[src/design/shs_pkg.sv]
// shared types, constants and round functions of the sha-256 stream hasher
// used by shs_compress and sha256_stream_hasher_core; no dependencies
package shs_pkg;

    localparam logic       OP_ABSORB = 1'b0;
    localparam logic       OP_FINISH = 1'b1;

    localparam logic [7:0] PAD_BYTE  = 8'h80;
    localparam logic [5:0] LAST_POS  = 6'd63;
    localparam logic [5:0] LEN_POS   = 6'd56;
    localparam logic [2:0] LAST_IDX  = 3'd7;

    localparam logic [31:0] IV_TABLE [8] = '{
        32'h6a09e667, 32'hbb67ae85, 32'h3c6ef372, 32'ha54ff53a,
        32'h510e527f, 32'h9b05688c, 32'h1f83d9ab, 32'h5be0cd19
    };

    localparam logic [31:0] K_TABLE [64] = '{
        32'h428a2f98, 32'h71374491, 32'hb5c0fbcf, 32'he9b5dba5,
        32'h3956c25b, 32'h59f111f1, 32'h923f82a4, 32'hab1c5ed5,
        32'hd807aa98, 32'h12835b01, 32'h243185be, 32'h550c7dc3,
        32'h72be5d74, 32'h80deb1fe, 32'h9bdc06a7, 32'hc19bf174,
        32'he49b69c1, 32'hefbe4786, 32'h0fc19dc6, 32'h240ca1cc,
        32'h2de92c6f, 32'h4a7484aa, 32'h5cb0a9dc, 32'h76f988da,
        32'h983e5152, 32'ha831c66d, 32'hb00327c8, 32'hbf597fc7,
        32'hc6e00bf3, 32'hd5a79147, 32'h06ca6351, 32'h14292967,
        32'h27b70a85, 32'h2e1b2138, 32'h4d2c6dfc, 32'h53380d13,
        32'h650a7354, 32'h766a0abb, 32'h81c2c92e, 32'h92722c85,
        32'ha2bfe8a1, 32'ha81a664b, 32'hc24b8b70, 32'hc76c51a3,
        32'hd192e819, 32'hd6990624, 32'hf40e3585, 32'h106aa070,
        32'h19a4c116, 32'h1e376c08, 32'h2748774c, 32'h34b0bcb5,
        32'h391c0cb3, 32'h4ed8aa4a, 32'h5b9cca4f, 32'h682e6ff3,
        32'h748f82ee, 32'h78a5636f, 32'h84c87814, 32'h8cc70208,
        32'h90befffa, 32'ha4506ceb, 32'hbef9a3f7, 32'hc67178f2
    };

    // commands from the sequencer to the compression unit
    typedef struct packed {
        logic       shift_byte;
        logic [7:0] byte_val;
        logic       start;
        logic       chain_init;
        logic       chain_rotate;
    } shs_ctl_t;

    typedef struct packed {
        logic done;
    } shs_sts_t;

    function automatic logic [31:0] rotr(input logic [31:0] v, input int unsigned n);
        rotr = (v >> n) | (v << (32 - n));
    endfunction

    function automatic logic [31:0] bsig0(input logic [31:0] x);
        bsig0 = rotr(x, 2) ^ rotr(x, 13) ^ rotr(x, 22);
    endfunction

    function automatic logic [31:0] bsig1(input logic [31:0] x);
        bsig1 = rotr(x, 6) ^ rotr(x, 11) ^ rotr(x, 25);
    endfunction

    function automatic logic [31:0] ssig0(input logic [31:0] x);
        ssig0 = rotr(x, 7) ^ rotr(x, 18) ^ (x >> 3);
    endfunction

    function automatic logic [31:0] ssig1(input logic [31:0] x);
        ssig1 = rotr(x, 17) ^ rotr(x, 19) ^ (x >> 10);
    endfunction

    function automatic logic [31:0] ch_fn(input logic [31:0] e, input logic [31:0] f,
                                          input logic [31:0] g);
        ch_fn = (e & f) ^ (~e & g);
    endfunction

    function automatic logic [31:0] maj_fn(input logic [31:0] a, input logic [31:0] b,
                                           input logic [31:0] c);
        maj_fn = (a & b) ^ (a & c) ^ (b & c);
    endfunction

endpackage

[src/design/shs_compress.sv]
// block window, message schedule, one-round-per-cycle compression and chain value
// depends on shs_pkg
module shs_compress
    import shs_pkg::*;
(
    input  logic        clk,
    input  logic        rst_n,
    input  shs_ctl_t    ctl,
    output shs_sts_t    sts,
    output logic [31:0] head_word
);

    logic [511:0] blk_reg;
    logic [511:0] blk_next;
    logic [31:0]  wv_reg [8];
    logic [31:0]  wv_next [8];
    logic [31:0]  chain_reg [8];
    logic         busy_reg;
    logic         fold_reg;
    logic [5:0]   rnd_reg;
    logic [31:0]  w0;
    logic [31:0]  w1;
    logic [31:0]  w9;
    logic [31:0]  w14;
    logic [31:0]  w_new;
    logic [31:0]  t1;
    logic [31:0]  t2;

    // oldest schedule word sits in the top 32 bits of the window
    assign w0  = blk_reg[511:480];
    assign w1  = blk_reg[479:448];
    assign w9  = blk_reg[223:192];
    assign w14 = blk_reg[63:32];

    assign w_new = ssig1(w14) + w9 + ssig0(w1) + w0;

    assign t1 = wv_reg[7] + bsig1(wv_reg[4]) + ch_fn(wv_reg[4], wv_reg[5], wv_reg[6])
              + K_TABLE[rnd_reg] + w0;
    assign t2 = bsig0(wv_reg[0]) + maj_fn(wv_reg[0], wv_reg[1], wv_reg[2]);

    always_comb
    begin
        blk_next = blk_reg;
        if (ctl.shift_byte)
        begin
            blk_next = {blk_reg[503:0], ctl.byte_val};
        end
        else if (busy_reg)
        begin
            blk_next = {blk_reg[479:0], w_new};
        end
    end

    always_comb
    begin
        for (int i = 0; i < 8; i++)
        begin
            wv_next[i] = wv_reg[i];
        end
        if (ctl.start)
        begin
            for (int i = 0; i < 8; i++)
            begin
                wv_next[i] = chain_reg[i];
            end
        end
        else if (busy_reg)
        begin
            wv_next[0] = t1 + t2;
            wv_next[1] = wv_reg[0];
            wv_next[2] = wv_reg[1];
            wv_next[3] = wv_reg[2];
            wv_next[4] = wv_reg[3] + t1;
            wv_next[5] = wv_reg[4];
            wv_next[6] = wv_reg[5];
            wv_next[7] = wv_reg[6];
        end
    end

    always_ff @(posedge clk)
    begin
        blk_reg <= blk_next;
        for (int i = 0; i < 8; i++)
        begin
            wv_reg[i] <= wv_next[i];
        end
    end

    always_ff @(posedge clk or negedge rst_n)
    begin
        if (!rst_n)
        begin
            busy_reg <= 1'b0;
            fold_reg <= 1'b0;
            rnd_reg  <= '0;
            for (int i = 0; i < 8; i++)
            begin
                chain_reg[i] <= IV_TABLE[i];
            end
        end
        else
        begin
            if (ctl.start)
            begin
                busy_reg <= 1'b1;
                rnd_reg  <= '0;
            end
            else if (busy_reg)
            begin
                rnd_reg <= rnd_reg + 6'd1;
                if (rnd_reg == LAST_POS)
                begin
                    busy_reg <= 1'b0;
                    fold_reg <= 1'b1;
                end
            end

            if (fold_reg)
            begin
                fold_reg <= 1'b0;
                for (int i = 0; i < 8; i++)
                begin
                    chain_reg[i] <= chain_reg[i] + wv_reg[i];
                end
            end
            else if (ctl.chain_init)
            begin
                for (int i = 0; i < 8; i++)
                begin
                    chain_reg[i] <= IV_TABLE[i];
                end
            end
            else if (ctl.chain_rotate)
            begin
                for (int i = 0; i < 7; i++)
                begin
                    chain_reg[i] <= chain_reg[i + 1];
                end
                chain_reg[7] <= chain_reg[0];
            end
        end
    end

    assign sts.done  = fold_reg;
    assign head_word = chain_reg[0];

endmodule

[src/design/sha256_stream_hasher_core.sv]
// top level of the byte-serial sha-256 hasher: byte sequencer, padding and digest output
// depends on shs_pkg and shs_compress
//
// The absorb beat that completes a 64-byte block starts the compression unit, which
// runs one round per cycle for 64 rounds and then folds the working variables into the
// chain value. A finish beat writes padding (0x80, zeros, eight length bytes) up to the
// end of the block, with a second compression when the 0x80 byte leaves fewer than
// eight bytes in the block, and then presents h0..h7 as eight output beats, one per
// cycle unless stalled. The input is stalled while a compression runs, and from a
// finish beat until the eighth digest beat has been taken.
module sha256_stream_hasher_core
    import shs_pkg::*;
(
    input  logic        clk,
    input  logic        rst_n,
    input  logic        in_valid,
    output logic        in_stall,
    input  logic        op,
    input  logic [7:0]  data_byte,
    output logic        out_valid,
    input  logic        out_stall,
    output logic [31:0] digest_word,
    output logic [2:0]  word_index,
    output logic        last_word
);

    localparam logic [2:0] ST_IDLE = 3'd0;
    localparam logic [2:0] ST_PAD  = 3'd1;
    localparam logic [2:0] ST_LEN  = 3'd2;
    localparam logic [2:0] ST_WAIT = 3'd3;
    localparam logic [2:0] ST_OUT  = 3'd4;

    logic [2:0]  state_reg;
    logic [2:0]  state_next;
    logic [2:0]  ret_reg;
    logic [2:0]  ret_next;
    logic [5:0]  fill_reg;
    logic [5:0]  fill_next;
    logic [63:0] count_reg;
    logic [63:0] count_next;
    logic [63:0] len_reg;
    logic [63:0] len_next;
    logic [2:0]  idx_reg;
    logic [2:0]  idx_next;
    shs_ctl_t    ctl;
    shs_sts_t    sts;
    logic [31:0] head_word;

    shs_compress u_compress (
        .clk       (clk),
        .rst_n     (rst_n),
        .ctl       (ctl),
        .sts       (sts),
        .head_word (head_word)
    );

    always_comb
    begin
        state_next = state_reg;
        ret_next   = ret_reg;
        fill_next  = fill_reg;
        count_next = count_reg;
        len_next   = len_reg;
        idx_next   = idx_reg;
        ctl        = '0;
        unique case (state_reg)
            ST_IDLE:
            begin
                if (in_valid)
                begin
                    ctl.shift_byte = 1'b1;
                    fill_next      = fill_reg + 6'd1;
                    if (op == OP_ABSORB)
                    begin
                        ctl.byte_val = data_byte;
                        count_next   = count_reg + 64'd1;
                        ret_next     = ST_IDLE;
                    end
                    else
                    begin
                        ctl.byte_val = PAD_BYTE;
                        len_next     = {count_reg[60:0], 3'b000};
                        ret_next     = ST_PAD;
                        state_next   = ST_PAD;
                    end
                    if (fill_reg == LAST_POS)
                    begin
                        ctl.start  = 1'b1;
                        state_next = ST_WAIT;
                    end
                end
            end
            ST_PAD:
            begin
                if (fill_reg == LEN_POS)
                begin
                    state_next = ST_LEN;
                end
                else
                begin
                    ctl.shift_byte = 1'b1;
                    ctl.byte_val   = 8'h00;
                    fill_next      = fill_reg + 6'd1;
                    if (fill_reg == LAST_POS)
                    begin
                        // padding spilled into an extra block
                        ctl.start  = 1'b1;
                        ret_next   = ST_PAD;
                        state_next = ST_WAIT;
                    end
                end
            end
            ST_LEN:
            begin
                ctl.shift_byte = 1'b1;
                ctl.byte_val   = len_reg[63:56];
                len_next       = {len_reg[55:0], 8'h00};
                fill_next      = fill_reg + 6'd1;
                if (fill_reg == LAST_POS)
                begin
                    ctl.start  = 1'b1;
                    ret_next   = ST_OUT;
                    state_next = ST_WAIT;
                end
            end
            ST_WAIT:
            begin
                if (sts.done)
                begin
                    state_next = ret_reg;
                end
            end
            ST_OUT:
            begin
                if (!out_stall)
                begin
                    idx_next         = idx_reg + 3'd1;
                    ctl.chain_rotate = 1'b1;
                    if (idx_reg == LAST_IDX)
                    begin
                        ctl.chain_init = 1'b1;
                        count_next     = '0;
                        state_next     = ST_IDLE;
                    end
                end
            end
            default:
            begin
                state_next = ST_IDLE;
            end
        endcase
    end

    always_ff @(posedge clk or negedge rst_n)
    begin
        if (!rst_n)
        begin
            state_reg <= ST_IDLE;
            ret_reg   <= ST_IDLE;
            fill_reg  <= '0;
            count_reg <= '0;
            idx_reg   <= '0;
        end
        else
        begin
            state_reg <= state_next;
            ret_reg   <= ret_next;
            fill_reg  <= fill_next;
            count_reg <= count_next;
            idx_reg   <= idx_next;
        end
    end

    always_ff @(posedge clk)
    begin
        len_reg <= len_next;
    end

    assign in_stall    = (state_reg != ST_IDLE);
    assign out_valid   = (state_reg == ST_OUT);
    assign digest_word = head_word;
    assign word_index  = idx_reg;
    assign last_word   = (idx_reg == LAST_IDX);

endmodule

[config.mk]
export PLATFORM = sky130hd
export DESIGN_NAME = sha256_stream_hasher_core
export DESIGN_NICKNAME = d
export VERILOG_FILES = /design/src/design/shs_pkg.sv /design/src/design/shs_compress.sv /design/src/design/sha256_stream_hasher_core.sv
export SDC_FILE = /design/constraint.sdc
export NUM_CORES = 2
export LEC_CHECK = 0
export BUFFER_PORTS_ARGS = -buffer_cell sky130_fd_sc_hd__buf_2
export CAP_MARGIN = 5
export CORE_AREA = 4 4 518 520
export DETAILED_ROUTE_END_ITERATION = 6
export DIE_AREA = 0 0 522 524
export GPL_ROUTABILITY_DRIVEN = 0
export HOLD_SLACK_MARGIN = 0.15
export PLACE_DENSITY = 0.41
export SLEW_MARGIN = 20
export SYNTH_ARGS = -nofsm -noshare
export SYNTH_HDL_FRONTEND = slang
export SYNTH_HIERARCHICAL = 1
export SYNTH_SLANG_ARGS = --single-unit
export TNS_END_PERCENT = 30
[constraint.sdc]
create_clock -name clk -period 12.2 [get_ports clk]
set_clock_uncertainty 0.15 [all_clocks]
set_input_delay 3.66 -clock clk [delete_from_list [all_inputs] [get_ports clk]]
set_output_delay 3.66 -clock clk [all_outputs]
set_load 0.01 [all_outputs]
==> Yosys cells after proc, flatten, opt, wreduce, memory -nomap -nowiden <==
Memories as Yosys holds them, arrays and structs flattened.
Index checks and enable logic that the tools add are counted.
{ "word_totals": {"ff_bits": 919, "latchBits": 0, "ramBits": 256, "mem_bits_ro": 2048, "input_bits": 13, "output_inout_bits": 38, "elab_cells": 156, "n_memories": 2} }
{ "memory_table": {"columns": ["name", "words", "width", "rd", "rd_clocked_by_memory_dff", "write_ports", "line", "text"], "rows": [
  ["(name not given)", 64, 32, 1, 0, 0, "shs_compress.sv:38", "+ K_TABLE[rnd_reg] + w0;"],
  ["u_compress.wv_reg", 8, 32, 8, 0, 8, "shs_compress.sv:15", "logic [31:0] wv_reg [8];"]
]} }
{ "op_classes": {"addsub": 22, "n_mul": 0, "n_div": 0, "n_lt_le_gt_ge": 1, "n_eq_ne": 18, "n_shift": 0, "muxes": 52, "bitwise_logic": 29, "reduce_logical": 14} }
{ "ops": {"columns": ["op", "n"], "rows": [
  ["$mux 256", 5],
  ["$mux 512", 2],
  ["$add 32x32->32", 18],
  ["$mux 64", 6],
  ["$xor 32x32->32", 9],
  ["$pmux 64 s2", 2],
  ["$and 32x32->32", 5],
  ["$add 64x1->64 const B", 1],
  ["$mux 32", 2],
  ["$mux 3", 12],
  ["$not 32->32", 1],
  ["$or 10x32->32", 1],
  ["$or 13x32->32", 1],
  ["$or 14x32->32", 1],
  ["$or 15x32->32", 1],
  ["$or 19x32->32", 1],
  ["$or 21x32->32", 1],
  ["$or 25x32->32", 1],
  ["$or 26x32->32", 1],
  ["$or 30x32->32", 1],
  ["$or 7x32->32", 1],
  ["$xor 32x22->32", 1],
  ["$xor 32x29->32", 1],
  ["$pmux 10 s3", 1],
  ["other kinds (26)", 60]
]} }

==> Longest topological paths before layout <==
An unclocked memory read counts as a cell.
{ "depth": {"depth_word": 11, "mapped_depth": 40, "ltp_nobuf": 38} }

==> Hierarchy <==
Netlist, hierarchy kept.
{ "modules_own_cells": {"columns": ["module", "n_inst", "cells_per_inst", "area_each_um2", "seq_area_each_um2"], "rows": [
  ["shs_compress", 1, 6609, 72256.8, 29838.6],
  ["sha256_stream_hasher_core", 1, 601, 6641.4, 3708.6]
]} }

==> Worst setup path after synthesis <==
OpenSTA, ideal clock, no wires.
{ "synth_path": {"kind": "input -> register", "start": "in in_valid", "end": "reg u_compress.blk_reg[0], enable pin", "setup_time_ns": 0.667, "arrival_ns": 11.331, "t_required_ns": 11.383, "slack_ns": 0.053, "path_stages": 6, "n_path_buf": 3, "path_cell_list": "o21bai_1 > a21oi_1 > clkbuf_1 > clkbuf_1 > clkbuf_1 > or2_2"} }
{ "synth_rtl": {"columns": ["element", "line", "text"], "rows": [
  ["start: declaration", "sha256_stream_hasher_core.sv:16", "input logic in_valid,"],
  ["end signal: assignment", "shs_compress.sv:82", "blk_reg <= blk_next;"],
  ["end: declaration", "shs_compress.sv:13", "logic [511:0] blk_reg;"]
]} }

==> impl_metrics.tcl <==
set metrics [dict create \
    synth_nets 7820 \
    detail_route.wl_per_cell_um 24.7 \
    track_usage_pct 19.1 \
    ys_ff_latch 1168 \
    slew_viol_final 0 \
    vias_per_cell 5.19 \
    numCtsBuffers 152 \
    r2r_slack_ns 2.68 \
    nets 7742 \
    antenna_left 0 \
    largest_register_ffs 512 \
    setup_viol 0 \
    grt_max_degree 187 \
    gr-total-overflow 0 \
    synth_area_mm2 0.0789 \
    crit_type "register to register" \
    cts.sinks 1168 \
    r2r_end "u_compress/wv_reg[0][30]$_DFFE_PP_" \
    fin_crit_sh_pct 78.1 \
    synthToLayoutAreaGrowth_pct 11.6 \
    drive_above_1_share_pct 17.8 \
    finalCriticalPeriod_ns 9.52 \
    top_level_ports 51 \
    crit_start "u_compress/rnd_reg[0]$_DFFE_PN0P_" \
    crit_required_ns 12.57 \
    path_common_cell "inv_1" \
    ff2ff_path_depth 34 \
    layout_setup_ws_ns 2.68 \
    start_util_pct 29.9 \
    cts.htree.levels 4 \
    grt_pass1_vias 56667 \
    syn_area_per_cell_um2 10.9 \
    synthCells 7210 \
    die_h_um 524 \
    max_slew.worst_pin.slew_ns 1.18 \
    cp_max_fo 28 \
    antenna_found_initial 6 \
    outcome "completed" \
    vias 56081 \
    drtIter0Drc 4712 \
    cp.arrival_ns 9.90 \
    dpl.hpwl_um 193000 \
    post_cts_buffers 0 \
    synth_edf_count 829 \
    rr_startpoint "u_compress/rnd_reg[0]$_DFFE_PN0P_" \
    max_freq_mhz 105 \
    startpoint_type "register" \
    critPathSlowestCell "ha_1" \
    multi_input_area_mm2 0.0420 \
    max_cap_violations 0 \
    cts.clk_slew.worst_paths_ns 0.06 \
    yosysSeqAreaShare_pct 42.5 \
    ctsResizeCount 0 \
    dp_slack_ns 2.89 \
    finalHoldViolCount 0 \
    numPortBuffers 50 \
    rsz0062_at_grt "no" \
    tns_ns 0 \
    crit_path_end "u_compress/wv_reg[0][30]$_DFFE_PP_" \
    clk_latency_ns 0.83 \
    ys_types 102 \
    row_count 189 \
    drtPass1Iterations 6 \
    synth_flop_cell "edfxtp_1" \
    cp-end-kind "register" \
    seqCellArea_mm2 0.0336 \
    fillers 26630 \
    cp_slowest_stage_delay_ns 0.63 \
    drt_wl_total_um 266000 \
    clock_path_buffers 3 \
    die_w_um 522 \
    fin_hold_ws_ns 0.350 \
    cts_tree "yes" \
    hold_path.class "register to register" \
    hold_buffers 0 \
    synthArstFlopShare_pct 29.0 \
    drc 0 \
    clockRootBuffer "clkbuf_16" \
    dieArea_mm2 0.274 \
    synth_warnings 6 \
    grt_pass1_wl_um 391000 \
    slew_headroom_pct 21.6 \
    core_area_mm2 0.264 \
]
[cell usage in the layout, fill, tap and decap left out, types with 212 or more instances in the layout]
cell,n
mux2_2,723
inv_1,517
nand2_1,397
xor2_1,254
a21oi_1,439
o21ai_0,438
mux2i_1,212
ha_1,400
nor2_1,316
xnor2_1,339
edfxtp_1,829
[cell type report]
cell class	count	area share [%]
multi-input combinational	5160	47.7
clock buffer	202	4.72
timing repair buffer	129	1.13
inverter	521	2.22
tap	3533	5.02
clock inverter	81	1.11
antenna	5	0.0142
sequential	1168	38.1
[cell usage after synthesis, types with 136 or more instances]
| cell | instances | area share [%] |
|---|---|---|
| a21o_1 | 207 | 2.0 |
| a21oi_1 | 440 | 2.8 |
| clkbuf_1 | 274 | 1.3 |
| dfrtp_1 | 203 | 6.4 |
| dfstp_2 | 136 | 4.5 |
| edfxtp_1 | 829 | 32 |
| fa_1 | 197 | 5.0 |
| ha_1 | 400 | 6.3 |
| inv_1 | 519 | 2.5 |
| mux2_2 | 723 | 10 |
| mux2i_1 | 212 | 2.7 |
| nand2_1 | 398 | 1.9 |
| nor2_1 | 319 | 1.5 |
| o21ai_0 | 438 | 2.8 |
| xnor2_1 | 339 | 3.8 |
| xor2_1 | 254 | 2.8 |
[kinds of logic (layout without fill, tap and decap cells)]
kind of cell / count (synthesis) / in the layout / synth area share, %
AOI/OAI and AO/OA: 1759 / 1759 / 14.3
xor gates and xnor gates: 593 / 593 / 6.58
adders and majority gates: 600 / 600 / 11.4
buffers and inverters: 882 / 933 / 4.35
DFF: 1168 / 1168 / 42.5
muxes: 942 / 942 / 13.2
other: 0 / 5 / 0
and+or+nand+nor: 1266 / 1266 / 7.69
[worst min-delay path by stage]
stage | startpoint | end | slack, ns | cells after the start
3_5_place_dp | word_index[0]$_DFFE_PN0P_ | word_index[0]$_DFFE_PN0P_ | 0.35 | 1
2_1_floorplan | fill_reg[3]$_DFFE_PN0P_ | fill_reg[3]$_DFFE_PN0P_ | 0.32 | 1
6_report | word_index[0]$_DFFE_PN0P_ | word_index[0]$_DFFE_PN0P_ | 0.35 | 1
4_1_cts | word_index[0]$_DFFE_PN0P_ | word_index[0]$_DFFE_PN0P_ | 0.36 | 1
3_3_place_gp | u_compress/chain_reg[59]$_DFFE_PN1P_ | u_compress/chain_reg[59]$_DFFE_PN1P_ | 0.34 | 2
5_1_grt | fill_reg[3]$_DFFE_PN0P_ | fill_reg[3]$_DFFE_PN0P_ | 0.39 | 1
[metal layers]
metal	GRT usage [%]	share of wire [%]	routed length, um
met4	5.49	2.9	7810
met3	2.54	4.1	11000
met2	30.2	45	120000
met5	0	0	0
met1	27.2	48	127000
[worst max-delay path, delay by kind of cell, from the launching register on]
family | cells | cell delay (ns)
compound gates | 14 | 3.37
xor+xnor | 2 | 0.37
fa+ha+maj | 7 | 3.21
buf+inv | 6 | 0.89
flops | 1 | 0.35
simple gates | 5 | 0.90
[stage by stage]
stage | instance area [um^2] | util (%) | std cells
floorplan | 78900 | - | 7210
global placement | 82900 | 31.4 | 10511
detailed placement | 82900 | 31.4 | 10511
CTS | 88000 | 33.3 | 10794
global route | 88100 | 33.3 | 10797
finish | 88100 | 33.3 | 10799
Power is not shown: default switching activity piles up to over one toggle a cycle in this logic, so the estimate is an artifact.
